--- src/rtl/core/rkke_pkg.sv ---
// Package for the rolling k-mer key extractor.
// Holds widths, the base encoding and the window length clamp; no dependencies.
`timescale 1ns / 1ps

package rkke_pkg;

  localparam int MAX_K      = 32;
  localparam int KEY_W      = 2 * MAX_K;
  localparam int K_W        = 6;
  localparam int RUN_W      = 6;
  localparam int IDX_W      = 33;
  localparam int POS_W      = 32;
  localparam int CHAR_W     = 8;
  localparam int CODE_W     = 2;
  localparam int ADDR_W     = 3;
  localparam int DATA_W     = 32;

  localparam logic [K_W-1:0]    K_RESET     = K_W'(21);
  localparam logic [K_W-1:0]    K_MAX       = K_W'(MAX_K);
  localparam logic [RUN_W-1:0]  RUN_MAX     = '1;
  localparam logic [ADDR_W-1:0] ADDR_KMER_LEN = ADDR_W'(0);

  typedef logic [CODE_W-1:0] code_t;

  typedef struct packed {
    logic             emit;
    logic [POS_W-1:0] window_start;
  } ctrl_res_t;

  // A/C/G/T in either case map to 0..3; anything else is an N and shifts in 3.
  function automatic logic [CODE_W:0] encode_base(input logic [CHAR_W-1:0] c);
    logic [CODE_W:0] r;
    begin
      case (c)
        "A", "a": r = {1'b1, 2'd0};
        "C", "c": r = {1'b1, 2'd1};
        "G", "g": r = {1'b1, 2'd2};
        "T", "t": r = {1'b1, 2'd3};
        default:  r = {1'b0, 2'd3};
      endcase
      return r;
    end
  endfunction

  function automatic logic [K_W-1:0] clamp_k(input logic [K_W-1:0] k);
    logic [K_W-1:0] r;
    begin
      r = k;
      if (k == '0) begin
        r = K_W'(1);
      end else if (k > K_MAX) begin
        r = K_MAX;
      end
      return r;
    end
  endfunction

endpackage

--- src/rtl/core/rkke_cell.sv ---
// One cell of the key shift chain: holds one 2-bit base code.
// Depends on rkke_pkg.
`timescale 1ns / 1ps

module rkke_cell (
  input  logic          clk,
  input  logic          rst,
  input  logic          advance,
  input  logic          clear,
  input  logic          live,
  input  rkke_pkg::code_t code_in,
  output rkke_pkg::code_t code_out,
  output rkke_pkg::code_t key_bits
);
  import rkke_pkg::*;

  code_t code;
  code_t code_next;

  assign code_next = clear ? '0 : code_in;
  assign code_out  = code;
  assign key_bits  = live ? code_next : '0;

  always_ff @(posedge clk) begin
    if (rst) begin
      code <= '0;
    end else if (advance) begin
      code <= code_next;
    end
  end

endmodule

--- src/rtl/core/rkke_ctrl.sv ---
// Clean-run counter and base position counter of the k-mer extractor.
// Depends on rkke_pkg.
`timescale 1ns / 1ps

module rkke_ctrl (
  input  logic                        clk,
  input  logic                        rst,
  input  logic                        advance,
  input  logic                        clear,
  input  logic                        clean,
  input  logic [rkke_pkg::K_W-1:0]    k_eff,
  output rkke_pkg::ctrl_res_t         res
);
  import rkke_pkg::*;

  logic [RUN_W-1:0] clean_run;
  logic [RUN_W-1:0] clean_run_next;
  logic [IDX_W-1:0] base_index;
  logic [IDX_W-1:0] base_index_next;
  logic [RUN_W-1:0] run_base;
  logic [IDX_W-1:0] idx_base;

  assign run_base = clear ? '0 : clean_run;
  assign idx_base = clear ? '0 : base_index;

  always_comb begin
    if (!clean) begin
      clean_run_next = '0;
    end else if (run_base != RUN_MAX) begin
      clean_run_next = run_base + RUN_W'(1);
    end else begin
      clean_run_next = run_base;
    end
    base_index_next = idx_base[IDX_W-1] ? idx_base : idx_base + IDX_W'(1);
    res.emit = clean && (clean_run_next >= k_eff) && !idx_base[IDX_W-1];
    res.window_start = idx_base[POS_W-1:0] + POS_W'(1) - POS_W'(k_eff);
  end

  always_ff @(posedge clk) begin
    if (rst) begin
      clean_run  <= '0;
      base_index <= '0;
    end else if (advance) begin
      clean_run  <= clean_run_next;
      base_index <= base_index_next;
    end
  end

endmodule

--- src/rtl/core/rolling_kmer_key_extractor.sv ---
// Top level of the rolling k-mer key extractor: cell chain, counters, output stage.
// Depends on rkke_pkg, rkke_cell and rkke_ctrl.
`timescale 1ns / 1ps

// Usage:
// The input channel carries one sequence character per beat (base_char, with
// seq_start marking the first character of a new sequence). A beat is taken at
// a rising edge with base_valid high and base_stall low. The output channel
// carries one beat per completed window (kmer_key, window_start) under
// key_valid / key_stall. Characters that do not complete a window give no beat.
// A result enters the output register as its character is taken, or the skid
// register if the output register holds a stalled beat. One character is taken
// per cycle while base_stall is low, updating the 32-cell shift chain and the
// two counters. When the receiver stalls, the output register holds its beat
// and a one-entry skid register catches the next result; base_stall rises only
// while that skid register is full. Reset clears the shift chain, the counters
// and both valid flags, and sets kmer_length to 21. kmer_length lives at byte
// address 0 of the APB port and should be written only while the block is idle.

module rolling_kmer_key_extractor (
  input  logic                          clk,
  input  logic                          rst,
  input  logic                          psel,
  input  logic                          penable,
  input  logic                          pwrite,
  input  logic [rkke_pkg::ADDR_W-1:0]   paddr,
  input  logic [rkke_pkg::DATA_W-1:0]   pwdata,
  output logic [rkke_pkg::DATA_W-1:0]   prdata,
  output logic                          pready,
  input  logic                          base_valid,
  output logic                          base_stall,
  input  logic [rkke_pkg::CHAR_W-1:0]   base_char,
  input  logic                          seq_start,
  output logic                          key_valid,
  input  logic                          key_stall,
  output logic [rkke_pkg::KEY_W-1:0]    kmer_key,
  output logic [rkke_pkg::POS_W-1:0]    window_start
);
  import rkke_pkg::*;

  logic [K_W-1:0]    kmer_length;
  logic [K_W-1:0]    k_eff;
  logic              cfg_write;
  logic              advance;
  logic [CODE_W:0]   enc;
  code_t             chain [MAX_K+1];
  code_t             key_part [MAX_K];
  logic [KEY_W-1:0]  key_next;
  ctrl_res_t         ctrl_res;
  logic              emit_fire;
  logic              out_take;
  logic              load_out;
  logic              load_skid;
  logic              move_skid;
  logic              skid_valid;
  logic [KEY_W-1:0]  skid_key;
  logic [POS_W-1:0]  skid_start;

  assign pready    = 1'b1;
  assign cfg_write = psel && penable && pwrite && pready;
  assign prdata    = (paddr == ADDR_KMER_LEN) ? DATA_W'(kmer_length) : '0;

  always_ff @(posedge clk) begin
    if (rst) begin
      kmer_length <= K_RESET;
    end else if (cfg_write && paddr == ADDR_KMER_LEN) begin
      kmer_length <= pwdata[K_W-1:0];
    end
  end

  assign k_eff      = clamp_k(kmer_length);
  assign base_stall = skid_valid;
  assign advance    = base_valid && !base_stall;
  assign enc        = encode_base(base_char);
  assign chain[0]   = enc[CODE_W-1:0];

  for (genvar i = 0; i < MAX_K; i++) begin : g_cell
    logic live;
    logic clr;
    assign live = (K_W'(i) < k_eff);
    assign clr  = (i != 0) && seq_start;
    rkke_cell u_cell (
      .clk      (clk),
      .rst      (rst),
      .advance  (advance),
      .clear    (clr),
      .live     (live),
      .code_in  (chain[i]),
      .code_out (chain[i+1]),
      .key_bits (key_part[i])
    );
    assign key_next[2*i +: CODE_W] = key_part[i];
  end

  rkke_ctrl u_ctrl (
    .clk     (clk),
    .rst     (rst),
    .advance (advance),
    .clear   (seq_start),
    .clean   (enc[CODE_W]),
    .k_eff   (k_eff),
    .res     (ctrl_res)
  );

  assign emit_fire = advance && ctrl_res.emit;
  assign out_take  = key_valid && !key_stall;
  assign load_skid = emit_fire && key_valid && !out_take;
  assign load_out  = emit_fire && !(key_valid && !out_take);
  assign move_skid = !emit_fire && out_take && skid_valid;

  always_ff @(posedge clk) begin
    if (rst) begin
      key_valid  <= 1'b0;
      skid_valid <= 1'b0;
    end else begin
      key_valid  <= load_out || move_skid || (key_valid && !out_take);
      skid_valid <= load_skid || (skid_valid && !move_skid);
    end
  end

  always_ff @(posedge clk) begin
    if (load_out) begin
      kmer_key     <= key_next;
      window_start <= ctrl_res.window_start;
    end else if (move_skid) begin
      kmer_key     <= skid_key;
      window_start <= skid_start;
    end
    if (load_skid) begin
      skid_key   <= key_next;
      skid_start <= ctrl_res.window_start;
    end
  end

  a_skid_behind_out : assert property (@(posedge clk) disable iff (rst)
    skid_valid |-> key_valid)
    else $error("skid register full while output register is empty");

  a_key_masked : assert property (@(posedge clk) disable iff (rst)
    key_valid |-> ((kmer_key >> {k_eff, 1'b0}) == '0))
    else $error("key has bits set above the window length");

  a_skid_drains : assert property (@(posedge clk) disable iff (rst)
    (skid_valid && !key_stall) |=> (key_valid && !skid_valid))
    else $error("skid beat not moved to the output register");

endmodule
--- config.mk ---
export PLATFORM = sky130hd
export DESIGN_NAME = rolling_kmer_key_extractor
export DESIGN_NICKNAME = d
export VERILOG_FILES = /design/src/rtl/core/rkke_pkg.sv /design/src/rtl/core/rkke_cell.sv /design/src/rtl/core/rkke_ctrl.sv /design/src/rtl/core/rolling_kmer_key_extractor.sv
export SDC_FILE = /design/constraint.sdc
export NUM_CORES = 1
export LEC_CHECK = 0
export ABC_AREA = 1
export BUFFER_PORTS_ARGS = -buffer_cell sky130_fd_sc_hd__buf_2
export CAP_MARGIN = 15
export CORE_MARGIN = 2
export CORE_UTILIZATION = 60
export DETAILED_ROUTE_END_ITERATION = 7
export HOLD_SLACK_MARGIN = 0.08
export PLACE_DENSITY = 0.8
export REMOVE_ABC_BUFFERS = 1
export SYNTH_ARGS = -nofsm -noshare
export SYNTH_HDL_FRONTEND = slang
export SYNTH_HIERARCHICAL = 1
export SYNTH_SLANG_ARGS = --single-unit
--- constraint.sdc ---
create_clock -name clk -period 12.4 [get_ports clk]
set_input_delay 2.48 -clock clk [delete_from_list [all_inputs] [get_ports clk]]
set_output_delay 2.48 -clock clk [all_outputs]
set_load 0.01 [all_outputs]
Yosys cells after proc, flatten, opt, wreduce, memory -nomap -nowiden --
Cells that the tools add are included.
Storage, ports and cells: register bits 301, logic and storage cells 195, bits in latches 0, memories kept 0, input port bits 51, memory bits (writable) 0, bits in read-only memories 0
Operators by class: reductions and logical operators 32, eq/ne operators 9, bitwise logic cells 0, divide/modulo/power cells 0, multipliers 0, shift-type cells 0, mux-type cells 76, order comparisons 34, $add $sub $neg 4
Operators with widths (count):
- 2-to-1 mux 64 bit | 2
- 2-to-1 mux 2 bit | 63
- < comparator 5 x 6 -> 1 bit, first input constant | 16
- 2-to-1 mux 33 bit | 2
- equality test 8 x 7 -> 1 bit, second input constant | 8
- 2-to-1 mux 32 bit | 2
- < comparator 4 x 6 -> 1 bit, first input constant | 8
- 2-to-1 mux 6 bit | 6
- adder 33 x 1 -> 33 bit, second input constant | 1
- adder 32 x 1 -> 32 bit, second input constant | 1
- subtractor 32 x 6 -> 32 bit | 1
- < comparator 3 x 6 -> 1 bit, first input constant | 4
- logical AND 1 bit | 15
- < comparator 1 x 6 -> 1 bit, first input constant | 2
- < comparator 2 x 6 -> 1 bit, first input constant | 2
- case mux 3 bit (4 select lines) | 1
- OR reduction 2 bit | 4
- zero test 1 bit | 7
- adder 6 x 1 -> 6 bit, second input constant | 1
- >= comparator 6 bit | 1
- greater-than comparator 6 bit, second input constant | 1
- zero test 6 bit | 1
- != test 6 bit, second input constant | 1
- zero test 3 bit | 1
- other kinds (2) | 4

Depth between registers and ports, before layout --
Gate-level depths: netlist of the first run.
word-level depth 14, depth in mapped cells 25, mapped depth without buffers 23

Cells and area by module --
Netlist of the first run, hierarchy kept.
By module, submodules not included:
- rolling_kmer_key_extractor | area an instance 7996.4 um^2, times used 1, cells an instance 688
- rkke_ctrl | area an instance 5437.7 um^2, times used 1, cells an instance 958
- rkke_cell | area an instance 97.6 um^2, times used 32, cells an instance 16

Least setup slack after synthesis of the first run --
No wires, ideal clock.
path type in2reg, from input port key_stall, to register kmer_key[0] (netlist bit) (enable), library setup time 683 ps, arrival 9318 ps, required time 11717 ps, setup slack 2399 ps, path buffers 0, stages 3, path through inv_1 > nand2_1 > o21ai_0
Between the ends: longest elaborated chain between the ends 7, elaborated cells between the ends (all ways) 9, those cells by class reduce/logical (9)
Ends and longest elaborated chain:
- from (decl) | line rolling_kmer_key_extractor.sv:35 | input logic key_stall,
- zero test 1 bit (*) | line rolling_kmer_key_extractor.sv:106 | assign out_take = key_valid && !key_stall;
- logical AND 1 bit (*) | line rolling_kmer_key_extractor.sv:106
- zero test 1 bit | line rolling_kmer_key_extractor.sv:108 | assign load_out = emit_fire && !(key_valid && !out_take);
- logical AND 1 bit | line rolling_kmer_key_extractor.sv:108
- zero test 1 bit | line rolling_kmer_key_extractor.sv:108
- logical AND 1 bit | line rolling_kmer_key_extractor.sv:108
- nonzero test 2 bit (no source line) (*)
- to (signal assigned) | line rolling_kmer_key_extractor.sv:123 | kmer_key <= key_next;
- to (signal assigned) | line rolling_kmer_key_extractor.sv:126 | kmer_key <= skid_key;
- to (decl) | line rolling_kmer_key_extractor.sv:36 | output logic [rkke_pkg::KEY_W-1:0] kmer_key,
Every way passes the cells marked *; elsewhere a longest branch is shown, timed or not. A chain may end at the register's enable or synchronous reset.

==> flow_summary_export.csv, run 1 <==
group,metric,value,unit
worst_setup_path,critical_path_required,12.59,ns
floorplan,dieArea,0.02881,mm²
place,io_buffers,128,
power_and_ir_drop,ir_worst_vdd,0.09923,mV
cts,cts_buffer_depth,3,
detailed_routing,totalWireLength,37370,µm
worst_setup_path,endpoint_kind,"flop",
place,gp_congestion,0.9025,
worst_setup_path,worst-setup-path-type,"input port to flop",
worst_setup_path,critPathArrivalTime,6.39,ns
cts,htreeDepth,1,
cts,path_clk_slew,0.06,ns
final_layout,layout-drive-gt1-share,10.84,%
cts,post_cts_buffers,0,
place,post-place-cells,2590,
timing,finalCritPeriodShare,50.00,%
cts,numCtsBuffers,31,
floorplan,io_pins,182,
worst_setup_path,cpMaxStageDelayCell,"buf_4",
detailed_routing,first_iter_violations,968,
floorplan,rows,60,
global_routing,grt_pass1_vias,12990,
final_layout,final_cell_mix,"674 x nand2_1, 329 x inv_1, 289 x nor2_1",
power_and_ir_drop,switchingPower,0.4592,mW
detailed_routing,drc,0,
power_and_ir_drop,p_per_area,114.3,mW/mm²
worst_setup_path,crit_fanout,60,
timing,finClkSkew,0.01409,ns
power_and_ir_drop,p_comb_share,4.3,%
power_and_ir_drop,total_leakage_power,9.219,nW
timing,worst-slew-pin-transition,1.058,ns
final_layout,post_layout_nonfiller_instances,2647,
detailed_routing,first_pass_iters,5,
place,hpwl,26620,µm
global_routing,grtUsageTotal,25.91,%
floorplan,die_h,169.7,µm
cts,cts_resized,0,
cts,insertion_delay,0.58,ns
detailed_routing,detail-route-antenna-nets,0,
logic_synthesis,synth_cells,2148,
run_status,run_status,"finished clean",
power_and_ir_drop,p_clk_share,44.3,%
job,drv_cap,0,
cts,cts_root_buffer,"clkbuf_16",
power_and_ir_drop,seq_power_share,51.5,%
global_routing,overflow,0,
timing,rsz0062_at_grt,"no",
timing,final-hold-violation-count,0,
worst_setup_path,path_cells,"buf_2 > nor2_1 > ha_1 > nand2_1 > nor2_2 > nand3_2 > inv_2 > nor2_1 > nor2_1 > nand2_1 > inv_1 > ha_1 > inv_1 > nor2_1 > o211ai_1 > o2111ai_1 > nand3_1 > inv_1 > nand2_2 > inv_1 > nand2_1 > clkinv_2 > buf_4",
final_layout,syn_to_final_growth,11.22,%
final_layout,n_antenna_cell,0,
power_and_ir_drop,p_int,1.636,mW
floorplan,die_width,169.7,µm
global_routing,grt_start_max_net_pins,97,
logic_synthesis,syn_avg_cell_area,7.673,µm²
power_and_ir_drop,power.share.switching,21.92,%
global_routing,grt_pass1_wl,60640,µm
timing,finalCriticalPeriod,6.200,ns
cts,cts_tree,"done",
worst_setup_path,crit_family,"buffers and inverters",
timing,drv_slew,0,
worst_setup_path,crit_buf_inv,8,
logic_synthesis,yosysWarnings,6,
cts,cts_hold_buf,0,
place,placed_area,0.01732,mm²
power_and_ir_drop,power,2.095,mW
detailed_routing,wire_per_inst,14.12,µm
final_layout,design_area,0.01833,mm²
timing,setup_violations,0,
timing,relSlewSlack,29.50,%
logic_synthesis,netlist_area,0.01648,mm²
worst_setup_path,start_kind,"input port",
timing,fmax,161.3,MHz
detailed_routing,viasPerCell,5.172,
detailed_routing,vias,13690,
final_layout,final_nets,2403,
cts,clock-sinks,301,
timing,tns,0,ns
worst_setup_path,critPathMaxStageDelay,0.75,ns
global_routing,antenna_found_initial,0,
floorplan,coreArea,0.02695,mm²
floorplan,start_util,61.16,%
final_layout,final_common_cell,"nand2_1",
min_path,min_path_type,"flop to flop",
-- routing by layer --
layer / GRT usage (%) / vias up / share of wire (%)
met5: 0 / - / 0
met4: 9.142 / 0 / 3.0
met3: 3.498 / 82 / 5.4
met2: 46.07 / 405 / 49
met1: 32.39 / 6256 / 42
li1: - / 6947 / -
-- path summary, 6_finish.rpt --
| kind | from | end | slack [ns] | cells past startpoint |
|---|---|---|---|---|
| worst max register to register | u_ctrl/clean_run[0] | skid_start[10] | 8.21 | 20 |
| worst min-delay path | u_ctrl/base_index[17] | u_ctrl/base_index[17] | 0.48 | 2 |
| worst min register to register | u_ctrl/base_index[17] | u_ctrl/base_index[17] | 0.48 | 2 |
| worst max-delay path | seq_start | skid_start[10] | 6.20 | 23 |
-- cell type report --
class | instances | area [µm²]
sequential | 301 | 7948
fill | 2207 | 8620
inverter | 369 | 1394
multi-input combinational | 1443 | 6850
clock buffer | 43 | 850.8
tap | 341 | 426.7
timing repair buffer | 136 | 700.7
clock inverter | 14 | 161.4
-- through the flow --
| stage | setup slack, ns | hold WS (ns) | util (%) |
|---|---|---|---|
| floorplan | 1.652 | 0.4575 | - |
| global placement | 5.814 | 0.4710 | 64.26 |
| detailed placement | 5.678 | 0.4747 | 64.26 |
| CTS | 6.262 | 0.4828 | 68.02 |
| global route | 5.891 | 0.4915 | 68.02 |
| finish | 6.200 | 0.4808 | 68.02 |
-- worst min-delay path, stage by stage (launching register included) --
cell and delay (ns):
dfxtp_1 0.31, nand2_1 0.07, a21oi_1 0.06
-- power groups by stage --
| stage | clock network (mW) | logic, mW | registers [mW] |
|---|---|---|---|
| final | 0.927 | 0.0891 | 1.08 |
| after global placement | 0 | 0.0828 | 1.10 |
| after CTS | 0.941 | 0.0881 | 1.08 |
| after detailed placement | 0 | 0.0873 | 1.10 |
| after global routing | 0.976 | 0.101 | 1.08 |
| after floorplan | 0 | 0.0599 | 1.10 |
-- flip-flops by register name, indices dropped and copies added, names as in the netlist --
signal / cells
window_start: 32
key_valid: 1
base_stall: 1
u_ctrl/base_index: 33
kmer_length: 6
g_cell.u_cell/code_out: 62
skid_start: 32
skid_key: 64
kmer_key: 64
u_ctrl/clean_run: 6
(Power assumes the default switching activity.)
==> inputs of run 2 (changes only) <==
CORE_UTILIZATION = 54   (was 60)
PLACE_DENSITY = 0.76   (was 0.8)
clock period = 5.4 ns   (was 12.4 ns; I/O delays follow)
==> run 2 against run 1 <==
Net effect:
- sequential cell count is the same
- count of clock-buffer cells in the layout is the same
- die area grew 11%
- utilization shrank 6.4 points
- final area grew 0.35%
- critical path depth grew 1
- largest power group unchanged
- highest routed layer unchanged
==> flow_summary_export.csv, run 2 (synthesis gave the netlist of run 1 again) <==
group,metric,value,unit
timing,rsz0062_at_grt,"no",
worst_setup_path,critPathMaxStageDelay,0.73,ns
final_layout,final_common_cell,"nand2_1",
detailed_routing,met3_length,1696,µm
final_layout,design_area,0.01840,mm²
worst_setup_path,endpoint_kind,"flop",
cts,cts_resized,0,
cts,clock-sinks,301,
place,placed_area,0.01740,mm²
floorplan,io_pins,182,
floorplan,die_h,178.7,µm
detailed_routing,met2RoutedLength,18580,µm
final_layout,post_layout_nonfiller_instances,2698,
timing,setup_violations,0,
detailed_routing,wl_met1,16960,µm
detailed_routing,detail-route-antenna-nets,0,
place,post-place-cells,2640,
min_path,min_path_type,"flop to flop",
final_layout,layout-drive-gt1-share,10.96,%
worst_setup_path,r2r_start,"u_ctrl/clean_run[0]",
final_layout,n_antenna_cell,0,
worst_setup_path,worst-setup-path-type,"input port to flop",
min_path,hold_end,"u_ctrl/base_index[18]",
floorplan,start_util,55.17,%
global_routing,antenna_found_initial,0,
worst_setup_path,r2r-end,"kmer_key[14]",
timing,finalCriticalPeriod,4.393,ns
detailed_routing,first_pass_iters,7,
cts,cts_tree,"done",
detailed_routing,first_iter_violations,1002,
cts,numCtsBuffers,31,
place,gp_congestion,0.9034,
worst_setup_path,crit_fanout,96,
power_and_ir_drop,power,4.770,mW
worst_setup_path,reg2reg_setup_slack,1.57,ns
global_routing,grtUsageTotal,23.97,%
worst_setup_path,critical_path_required,5.80,ns
global_routing,grt_pass1_vias,12830,
worst_setup_path,rr_worst_depth,24,
cts,cts_hold_buf,0,
detailed_routing,viasPerCell,5.008,
timing,worst-slew-pin-transition,1.031,ns
timing,finClkSkew,0.01074,ns
detailed_routing,totalWireLength,38230,µm
global_routing,overflow,0,
min_path,worstHoldStart,"u_ctrl/base_index[18]",
detailed_routing,drc,0,
floorplan,rows,63,
timing,tns,0,ns
worst_setup_path,cpMaxStageDelayCell,"buf_4",
timing,fmax,227.6,MHz
final_layout,fillers,2669,
detailed_routing,routed.top_layer,"met4",
place,io_buffers,128,
global_routing,grt_start_max_net_pins,97,
power_and_ir_drop,total_leakage_power,9.218,nW
power_and_ir_drop,ir_worst_vdd,0.2466,mV
floorplan,dieArea,0.03194,mm²
final_layout,final_cell_mix,"674 x nand2_1, 329 x inv_1, 289 x nor2_1",
detailed_routing,wire_per_inst,14.17,µm
timing,finalCritPeriodShare,81.36,%
worst_setup_path,critPathArrivalTime,4.79,ns
cts,path_clk_slew,0.06,ns
floorplan,coreArea,0.02987,mm²
timing,relSlewSlack,31.30,%
cts,cts_buffer_depth,3,
detailed_routing,vias,13510,
place,hpwl,27620,µm
worst_setup_path,start_kind,"input port",
timing,drv_slew,0,
cts,htreeDepth,1,
timing,final-hold-violation-count,0,
cts,post_cts_buffers,0,
global_routing,grt_pass1_wl,61580,µm
final_layout,final_nets,2404,
cts,insertion_delay,0.56,ns
worst_setup_path,path_cells,"buf_2 > buf_4 > inv_6 > nand2_1 > inv_1 > nand3_2 > inv_2 > nor2_1 > nor2_1 > nand2_1 > inv_1 > ha_1 > inv_1 > nor2_1 > o211ai_1 > o2111ai_1 > nand3_1 > inv_1 > nand2_2 > nor2_4 > inv_2 > buf_4 > nand2_1 > nand2_1",
final_layout,syn_to_final_growth,11.61,%
min_path,min_path_cells,2,
run_status,run_status,"finished clean",
job,drv_cap,0,
cts,cts_root_buffer,"clkbuf_16",
power_and_ir_drop,p_per_area,259.3,mW/mm²
floorplan,die_width,178.7,µm
==> run 2: final cells by class <==
type                       instances  area, µm²  share of cell area [%]
clock buffer                      43      860.8                   4.680
clock inverter                    15      133.9                  0.7278
multi-input combinational       1443       6850                   37.24
inverter                         369       1394                   7.577
tap                              390      488.0                   2.653
sequential                       301       7948                   43.21
timing repair buffer             137      720.7                   3.918
==> run 2: worst max-delay path: cells and delay by family <==
| family | cells | cell delay (ns) |
|---|---|---|
| AO/OA/AOI/OAI | 2 | 0.29 |
| adder cells (fa/ha/maj) | 1 | 0.28 |
| buffers and inverters | 10 | 1.95 |
| AND/OR/NAND/NOR | 11 | 1.04 |
==> run 2: power by group <==
part	internal [mW]	total, mW	switching, mW
Sequential	2.45	2.48	0.0230
Combinational	0.0591	0.205	0.146
Clock	1.21	2.09	0.883
Total	3.72	4.77	1.05
==> run 2: worst max path at each step <==
stage	startpoint	endpoint	slack (ns)
after global placement	seq_start	window_start[6]	0.62
after global routing	seq_start	kmer_key[16]	0.69
final	seq_start	kmer_key[14]	1.01
after CTS	seq_start	kmer_key[14]	1.09
after detailed placement	seq_start	kmer_key[14]	0.53
after floorplan	base_valid	kmer_key[0]	-3.95
==> run 2: through the flow <==
stage               setup slack [ns]  hold slack, ns  utilization [%]
floorplan                     -3.948          0.4575                -
global placement              0.6206          0.4713            58.24
detailed placement            0.5288          0.4778            58.24
CTS                            1.093          0.4875            61.57
global route                  0.6888          0.5211            61.57
finish                         1.007          0.4849            61.57
==> run 2: metal layers <==
metal	global-route usage, %	up-vias
met2	42.18	342
met5	0	-
met3	2.332	67
li1	-	6953
met4	7.249	0
met1	31.29	6150
==> inputs of run 3 (changes only) <==
CORE_UTILIZATION = 60   (was 54)
PLACE_DENSITY = 0.8   (was 0.76)
clock period = 4.1 ns   (was 5.4 ns; I/O delays follow)
==> run 3 against run 2 <==
Net effect:
- hold slack worse by 0.012 ns
- clock skew is 0.0076 ns higher
- sequential power is 31% higher
- combinational power is 34% higher
- routed wire length is 0.94% lower
- critical path depth is 2 lower
- sequential share of layout area is 0.41 points lower
- count of clock-buffer cells in the layout is 7 lower
- first-iteration DRC count is 11% lower
- utilization is 7.3 points higher
- via count is 1.1% higher
==> flow_summary_export.csv, run 3 (synthesis gave the netlist of run 1 again) <==
group,metric,value,unit
run_status,run_status,"finished clean",
global_routing,antenna_found_initial,0,
timing,setup_violations,0,
place,post-place-cells,2604,
job,drv_cap,0,
cts,clock-sinks,301,
worst_setup_path,reg2reg_setup_slack,0.63,ns
global_routing,overflow,0,
cts,cts_resized,0,
worst_setup_path,r2r_start,"u_ctrl/clean_run[0]",
worst_setup_path,critPathArrivalTime,3.70,ns
detailed_routing,first_iter_violations,890,
min_path,min_path_type,"input port to flop",
timing,finalCriticalPeriod,3.483,ns
min_path,worstHoldStart,"pwdata[2]",
min_path,min_path_cells,3,
timing,final-hold-violation-count,0,
detailed_routing,vias,13660,
worst_setup_path,cpMaxStageDelayCell,"buf_4",
timing,drv_slew,0,
worst_setup_path,path_cells,"buf_2 > nor2_1 > ha_1 > nand2_1 > nor2_2 > nand3_2 > inv_2 > nand2_1 > nand2_1 > inv_1 > ha_1 > inv_1 > nor2_1 > o211ai_1 > o2111ai_1 > nand3_1 > inv_1 > nand2_2 > nor2_4 > inv_2 > o21ai_4 > buf_4",
place,placed_area,0.01750,mm²
power_and_ir_drop,p_comb_share,4.2,%
cts,path_clk_slew,0.06,ns
timing,finClkSkew,0.01834,ns
power_and_ir_drop,power.share.switching,21.82,%
cts,cts_tree,"done",
floorplan,rows,60,
detailed_routing,viasPerCell,5.131,
cts,cts_buffer_depth,3,
detailed_routing,wire_per_inst,14.23,µm
floorplan,coreArea,0.02695,mm²
detailed_routing,detail-route-antenna-nets,0,
power_and_ir_drop,switchingPower,1.418,mW
global_routing,grt_pass1_wl,62030,µm
worst_setup_path,worst-setup-path-type,"input port to flop",
final_layout,n_antenna_cell,0,
timing,finalCritPeriodShare,84.94,%
detailed_routing,drc,0,
detailed_routing,totalWireLength,37880,µm
timing,whs,0.4729,ns
floorplan,dieArea,0.02881,mm²
timing,worst-slew-pin-transition,0.7451,ns
floorplan,io_pins,182,
worst_setup_path,critPathMaxStageDelay,0.43,ns
final_layout,syn_to_final_growth,12.68,%
final_layout,final_nets,2417,
worst_setup_path,crit_fanout,30,
power_and_ir_drop,p_clk_share,45.6,%
global_routing,grt_pass1_vias,13150,
power_and_ir_drop,total_leakage_power,9.336,nW
cts,cts_root_buffer,"clkbuf_16",
power_and_ir_drop,power,6.498,mW
min_path,hold_end,"kmer_length[2]",
timing,rsz0062_at_grt,"no",
cts,post_cts_buffers,0,
floorplan,die_h,169.7,µm
final_layout,layout-drive-gt1-share,11.42,%
worst_setup_path,endpoint_kind,"flop",
cts,insertion_delay,0.58,ns
cts,numCtsBuffers,31,
worst_setup_path,critical_path_required,4.31,ns
final_layout,design_area,0.01857,mm²
floorplan,start_util,61.16,%
worst_setup_path,rr_worst_depth,22,
cts,htreeDepth,1,
power_and_ir_drop,p_int,5.080,mW
timing,relSlewSlack,50.33,%
final_layout,post_layout_nonfiller_instances,2662,
worst_setup_path,start_kind,"input port",
timing,fmax,287.1,MHz
timing,tns,0,ns
place,hpwl,27400,µm
worst_setup_path,r2r-end,"kmer_key[53]",
place,io_buffers,128,
cts,cts_hold_buf,0,
detailed_routing,first_pass_iters,5,
power_and_ir_drop,p_per_area,349.9,mW/mm²
power_and_ir_drop,seq_power_share,50.2,%
final_layout,final_cell_mix,"674 x nand2_1, 329 x inv_1, 289 x nor2_1",
place,gp_congestion,0.9513,
floorplan,die_width,169.7,µm
global_routing,grt_start_max_net_pins,97,
final_layout,final_common_cell,"nand2_1",
power_and_ir_drop,ir_worst_vdd,0.3702,mV
global_routing,grtUsageTotal,26.51,%
## run 3: changes by cell type in the layout (fill, tap and decap cells not counted), sizes merged
cell	before	now
bufinv	2	6
buf	137	150
inv	368	369
clkbuf	43	36
clkinv	11	13
## run 3: worst max-delay path by stage
stage,from,to,slack [ns],depth (start not counted)
4_1_cts,seq_start,kmer_key[53],0.64,22
2_1_floorplan,base_valid,kmer_key[0],-4.99,6
5_1_grt,kmer_length[5],window_start[29],0.28,20
6_report,seq_start,kmer_key[53],0.62,22
3_3_place_gp,seq_start,window_start[28],0.21,22
3_5_place_dp,seq_start,window_start[10],0.06,22
## run 3: critical path: cells and delay by family
kind,cells,cell delay (ns)
fa+ha+maj,2,0.53
buf+inv,7,0.92
compound gates,3,0.26
simple gates,10,1.12
## run 3: routing by layer
layer	share of wire [%]	vias up	track usage, %
li1	-	6980	-
met5	0	-	0
met1	43	6233	34.11
met3	5.4	72	2.892
met2	49	375	47.10
met4	2.7	0	8.213
## run 3: final cells by class
type / count / area [µm²]
Clock buffer: 36 / 794.5
Clock inverter: 22 / 279.0
Fill cell: 2157 / 8378
Inverter: 369 / 1394
Multi-Input combinational cell: 1443 / 6850
Sequential cell: 301 / 7948
Tap cell: 341 / 426.7
Timing Repair Buffer: 150 / 880.8
## run 3: power groups by stage
stage	Sequential (mW)	Clock, mW	Combinational, mW
final	3.26	2.96	0.274
after detailed placement	3.33	0	0.267
after floorplan	3.32	0	0.181
after global placement	3.32	0	0.255
after global routing	3.26	3.11	0.311
after CTS	3.26	3.00	0.270
## run 3: through the flow
stage / util [%] / setup WS [ns]
2_1_floorplan: - / -4.988
3_3_place_gp: 64.93 / 0.2076
3_5_place_dp: 64.93 / 0.05908
4_1_cts: 68.91 / 0.6383
5_1_grt: 68.91 / 0.2751
6_report: 68.91 / 0.6174
